### src/assert_macros.svh
// Assertion helpers used by fifo_bucket_priority_queue.
// Each use sits at the end of a module that has clk_i and rst_ni.
`ifndef ASSERT_MACROS_SVH
`define ASSERT_MACROS_SVH

// Check cons in the same cycle that ante holds.
`define ASSERT_SAME(lbl, ante, cons, msg) \
  lbl: assert property (@(posedge clk_i) disable iff (!rst_ni) (ante) |-> (cons)) \
    else $error(msg);

// Check cons in the cycle after ante holds.
`define ASSERT_NEXT(lbl, ante, cons, msg) \
  lbl: assert property (@(posedge clk_i) disable iff (!rst_ni) (ante) |=> (cons)) \
    else $error(msg);

`endif

### src/fbpq_pkg.sv
`timescale 1ns / 1ps
`default_nettype none

package fbpq_pkg;

  // Queue geometry
  localparam int NUM_KEYS     = 1024;
  localparam int CAPACITY     = 1024;
  localparam int COST_BITS    = 16;
  localparam int HANDLE_W     = 10;
  localparam int HANDLE_SPACE = 1 << HANDLE_W;
  localparam int KEY_W        = $clog2(NUM_KEYS);
  localparam int KEY_SUM_W    = COST_BITS + 1;
  localparam int COUNT_W      = 11;

  // Non-empty bitmap: rows of BMP_W bits, one summary bit per row
  localparam int BMP_W    = 32;
  localparam int COL_W    = $clog2(BMP_W);
  localparam int BMP_ROWS = NUM_KEYS / BMP_W;
  localparam int ROW_W    = $clog2(BMP_ROWS);

  // Stream word widths
  localparam int IN_DATA_W  = 48;
  localparam int OUT_DATA_W = 32;

  // Action codes
  localparam logic ACT_INSERT = 1'b0;
  localparam logic ACT_POP    = 1'b1;

  // Key mode codes
  localparam logic [1:0] MODE_COST = 2'd0;
  localparam logic [1:0] MODE_HEUR = 2'd1;
  localparam logic [1:0] MODE_SUM  = 2'd2;

  // Result status codes
  localparam logic [1:0] ST_INSERTED = 2'd0;
  localparam logic [1:0] ST_POPPED   = 2'd1;
  localparam logic [1:0] ST_EMPTY    = 2'd2;
  localparam logic [1:0] ST_REJECTED = 2'd3;

  typedef struct packed {
    logic [1:0]         status;
    logic [HANDLE_W-1:0] handle;
    logic [KEY_W-1:0]    key;
    logic [COUNT_W-1:0]  count;
  } res_t;

endpackage

`default_nettype wire

### src/fbpq_ffs.sv
`timescale 1ns / 1ps
`default_nettype none

// Find the lowest set bit of a bitmap word.
module fbpq_ffs (
  input  logic [fbpq_pkg::BMP_W-1:0] vec_i,
  output logic [fbpq_pkg::COL_W-1:0] idx_o,
  output logic                       found_o
);
  import fbpq_pkg::*;

  // Scan from the top so the lowest set bit wins
  always_comb begin
    idx_o = '0;
    for (int i = BMP_W - 1; i >= 0; i--) begin
      if (vec_i[i]) begin
        idx_o = COL_W'(i);
      end
    end
  end

  assign found_o = |vec_i;

endmodule

`default_nettype wire

### config.mk
export PLATFORM = sky130hd
export DESIGN_NAME = fbpq_ffs
export DESIGN_NICKNAME = d
export VERILOG_FILES = /design/src/assert_macros.svh /design/src/fbpq_pkg.sv /design/src/fbpq_ffs.sv
export SDC_FILE = /design/constraint.sdc
export NUM_CORES = 1
export LEC_CHECK = 0
export BUFFER_PORTS_ARGS = -buffer_cell sky130_fd_sc_hd__buf_4
export CAP_MARGIN = 20
export CELL_PAD_IN_SITES_DETAIL_PLACEMENT = 1
export CELL_PAD_IN_SITES_GLOBAL_PLACEMENT = 1
export CORE_MARGIN = 1.5
export CORE_UTILIZATION = 21
export DETAILED_ROUTE_END_ITERATION = 6
export PLACE_DENSITY_LB_ADDON = 0.3
export SETUP_SLACK_MARGIN = 0.5
export SYNTH_ARGS = -nofsm -noshare
export SYNTH_HDL_FRONTEND = slang
export SYNTH_SLANG_ARGS = --single-unit
export TNS_END_PERCENT = 1
### constraint.sdc
create_clock -name vclk -period 0.8
set_input_delay 0 -clock vclk [all_inputs]
set_output_delay 0 -clock vclk [all_outputs]
set_load 0.03 [all_outputs]
==> qor.log <==
INFO  status         status=complete, but fails checks
INFO  status         violations=setup timing
INFO  global_routing grt_pass1_vias=805
INFO  layout         num-clock-buffers=0
INFO  sta            maxSlewViolCount=0
INFO  worst_setup_path setup.worst_path.end_class=primary output
INFO  layout         antenna_cells_inserted=0
INFO  worst_setup_path cp_data_required_time=0.80ns
INFO  worst_setup_path timing.critical_path.cells=buf_4 > or4_4 > a21oi_1 > o21ai_2 > nand2_1 > a21boi_2 > buf_6
INFO  place          gp_routability_congestion=0.755
INFO  layout         final-seq-area=0um2
INFO  layout         nNetsFinal=162
INFO  sta            finalSetupViolations=6
INFO  drt            drcViolationCount=0
INFO  drt            detail_route.wirelength=2360um
INFO  drt            avgViaCountPerCell=5.02
INFO  floorplanning  die_height=45.8um
INFO  hold_path      whs_path_depth=4
INFO  drt            routedWlPerCell=15.4um
INFO  drt            detailroute.via_count=768
INFO  global_routing grt_overflow_total=0
INFO  drt            drt-pass1-iter-count=4
INFO  logic_synthesis synthesis.nets=97
INFO  sta            postLayoutSetupSlackWorst=-0.494ns
INFO  hold_path      hp-class=in -> out
INFO  worst_setup_path critical_path.max_fanout=3
INFO  layout         drive_above_1_share=0.664
INFO  floorplanning  rows=15
INFO  hold_path      min_delay_worst_endpoint=idx_o[0]
INFO  hold_path      hold_start=vec_i[0]
INFO  place          place.port_buffers=38
INFO  place          pre_cts_slack=-0.498ns
INFO  logic_synthesis yosysWarnings=0
INFO  worst_setup_path critical_path.startpoint_type=primary input
INFO  sta            max_freq=773MHz
INFO  logic_synthesis ys_types=24
INFO  clock_tree     post_cts_buffers=0
INFO  place          place_hpwl=1720um
INFO  job            timing.max_cap.violations=0
INFO  logic_synthesis postSynthAreaPerCell=5.93um2
INFO  logic_synthesis synth_cells=65
INFO  worst_setup_path worst_ep_arrival_time=1.29ns
INFO  power_and_ir_drop power_per_cell_area=441nW/um2
INFO  sta            timing_worst_slew_pin_value=0.492ns
INFO  drt            initialDrtViolationCount=5
INFO  global_routing grt_usage=0.213
INFO  sta            final_period_minus_worst_setup_slack=1.29ns
INFO  sta            rsz0062_at_grt=true
INFO  sta            min_period_over_period=1.62
INFO  global_routing grt_start_max_net_pins=6
INFO  worst_setup_path crit_slowest_cell=or4_4
INFO  logic_synthesis synth.cell_area=385um2
INFO  floorplanning  pin_count=38
INFO  power_and_ir_drop total_leakage_power=0.466nW
INFO  sta            hold_viol_final=0
INFO  sta            max_slew_headroom_at_the_worst_pin=0.664
INFO  floorplanning  fp.dieW=45.8um
INFO  floorplanning  die-area=2100um2
INFO  logic_synthesis synth-seq-area-share=0
INFO  floorplanning  start_util=0.223
INFO  global_routing grt_pass1_wl=3430um
INFO  layout         syn_to_final_growth=173%
INFO  layout         numSequentialCells=0
INFO  worst_setup_path crit_type=in -> out
INFO  power_and_ir_drop worst_ir_drop_vdd=0.261mV
INFO  drt            route.antenna.remaining_nets=0
INFO  global_routing grt_antenna_before_repair=0
INFO  clock_tree     ctsHoldBuffers=0
INFO  worst_setup_path max_stage_delay=0.55ns
INFO  floorplanning  fp.coreArea=1730um2
INFO  power_and_ir_drop fin_total_pwr=464uW
==> synthesized netlist by cell type <==
master / n / area (um2)
nor2_1: 10 / 37.5
a2111oi_0: 2 / 17.5
a221oi_1: 1 / 8.76
nor3_2: 2 / 20.0
nand3_1: 1 / 5.00
o21ai_0: 2 / 10.0
o31ai_1: 4 / 30.0
a21oi_1: 7 / 35.0
and2_1: 1 / 6.26
o2111ai_1: 1 / 8.76
nor2b_1: 1 / 6.26
o21ai_1: 1 / 5.00
inv_1: 6 / 22.5
or4_4: 2 / 22.5
a211oi_1: 1 / 7.51
or4_1: 2 / 15.0
nand2_1: 3 / 11.3
nand4_1: 1 / 6.26
a21o_1: 1 / 7.51
a21boi_2: 1 / 11.3
nor3_1: 5 / 25.0
nor3b_1: 2 / 15.0
o21a_1: 1 / 7.51
nor4_1: 7 / 43.8
==> worst max path at each step <==
stage,startpoint,end
finish,vec_i[22],idx_o[2]
global route,vec_i[31],idx_o[2]
CTS,vec_i[1],idx_o[1]
detailed placement,vec_i[27],found_o
global placement,vec_i[30],idx_o[0]
floorplan,vec_i[7],idx_o[4]
==> critical path: cells and delay by family <==
kind / cells / cell delay (ns)
AND/OR/NAND/NOR: 2 / 0.65
AO/OA/AOI/OAI: 3 / 0.39
buffers and inverters: 2 / 0.24
==> report_power, final <==
group / total, mW / leakage [nW] / internal [mW] / switching, mW
Combinational: 0.464 / 0.466 / 0.254 / 0.209
Sequential: 0 / 0 / 0 / 0
Clock: 0 / 0 / 0 / 0
==> cells by family after synthesis <==
logic type      Yosys count  synth area share
simple gates             37             0.555
compound gates           22             0.386
buf+inv                   6            0.0584
==> per-layer routing <==
metal	GRT usage	vias up	part of all wire	wire, um
met5	0	-	0	0
met4	0.0286	0	0.0064	15
met3	0.00794	2	0.022	53
met2	0.425	18	0.58	1360
met1	0.252	362	0.40	932
li1	-	386	-	-
==> layout by cell type (no fill, tap or decap), types with 2 or more instances in the layout <==
cell type	count
buf_4	55
nor2_1	8
buf_6	7
a21oi_1	6
inv_1	6
nor3_1	4
nor4_2	3
nand2_1	3
nor4_4	2
or4_4	2
or4_1	2
o31ai_1	2
nor4_1	2
nor2_2	2
o31ai_2	2
nor3_2	2
o21ai_0	2
==> stage by stage <==
stage	util	std cells	hold slack [ns]	TNS, ns	cell area [um2]
5_1_grt	0.609	153	0.388	-2.78	1050
3_3_place_gp	0.531	153	0.381	-2.45	917
2_1_floorplan	-	65	0.0373	-1.52	413
6_report	0.609	153	0.380	-2.52	1050
3_5_place_dp	0.531	153	0.390	-2.63	917
4_1_cts	0.568	153	0.363	-2.37	981
==> area by class of cell <==
cell class                      count  area [um2]
Tap cell                           25        31.3
Multi-Input combinational cell     59         492
Fill cell                         219         674
Inverter                            6        22.5
Timing Repair Buffer               63         507
==> what timing repair did <==
action	in CTS	in global routing
resized for setup	13	14
endpoints found under the setup margin	6	6
endpoints found under the hold margin	0	0
cloned	0	0
pin swaps	6	6
No activity file was read; power rests on OpenSTA's default activity.
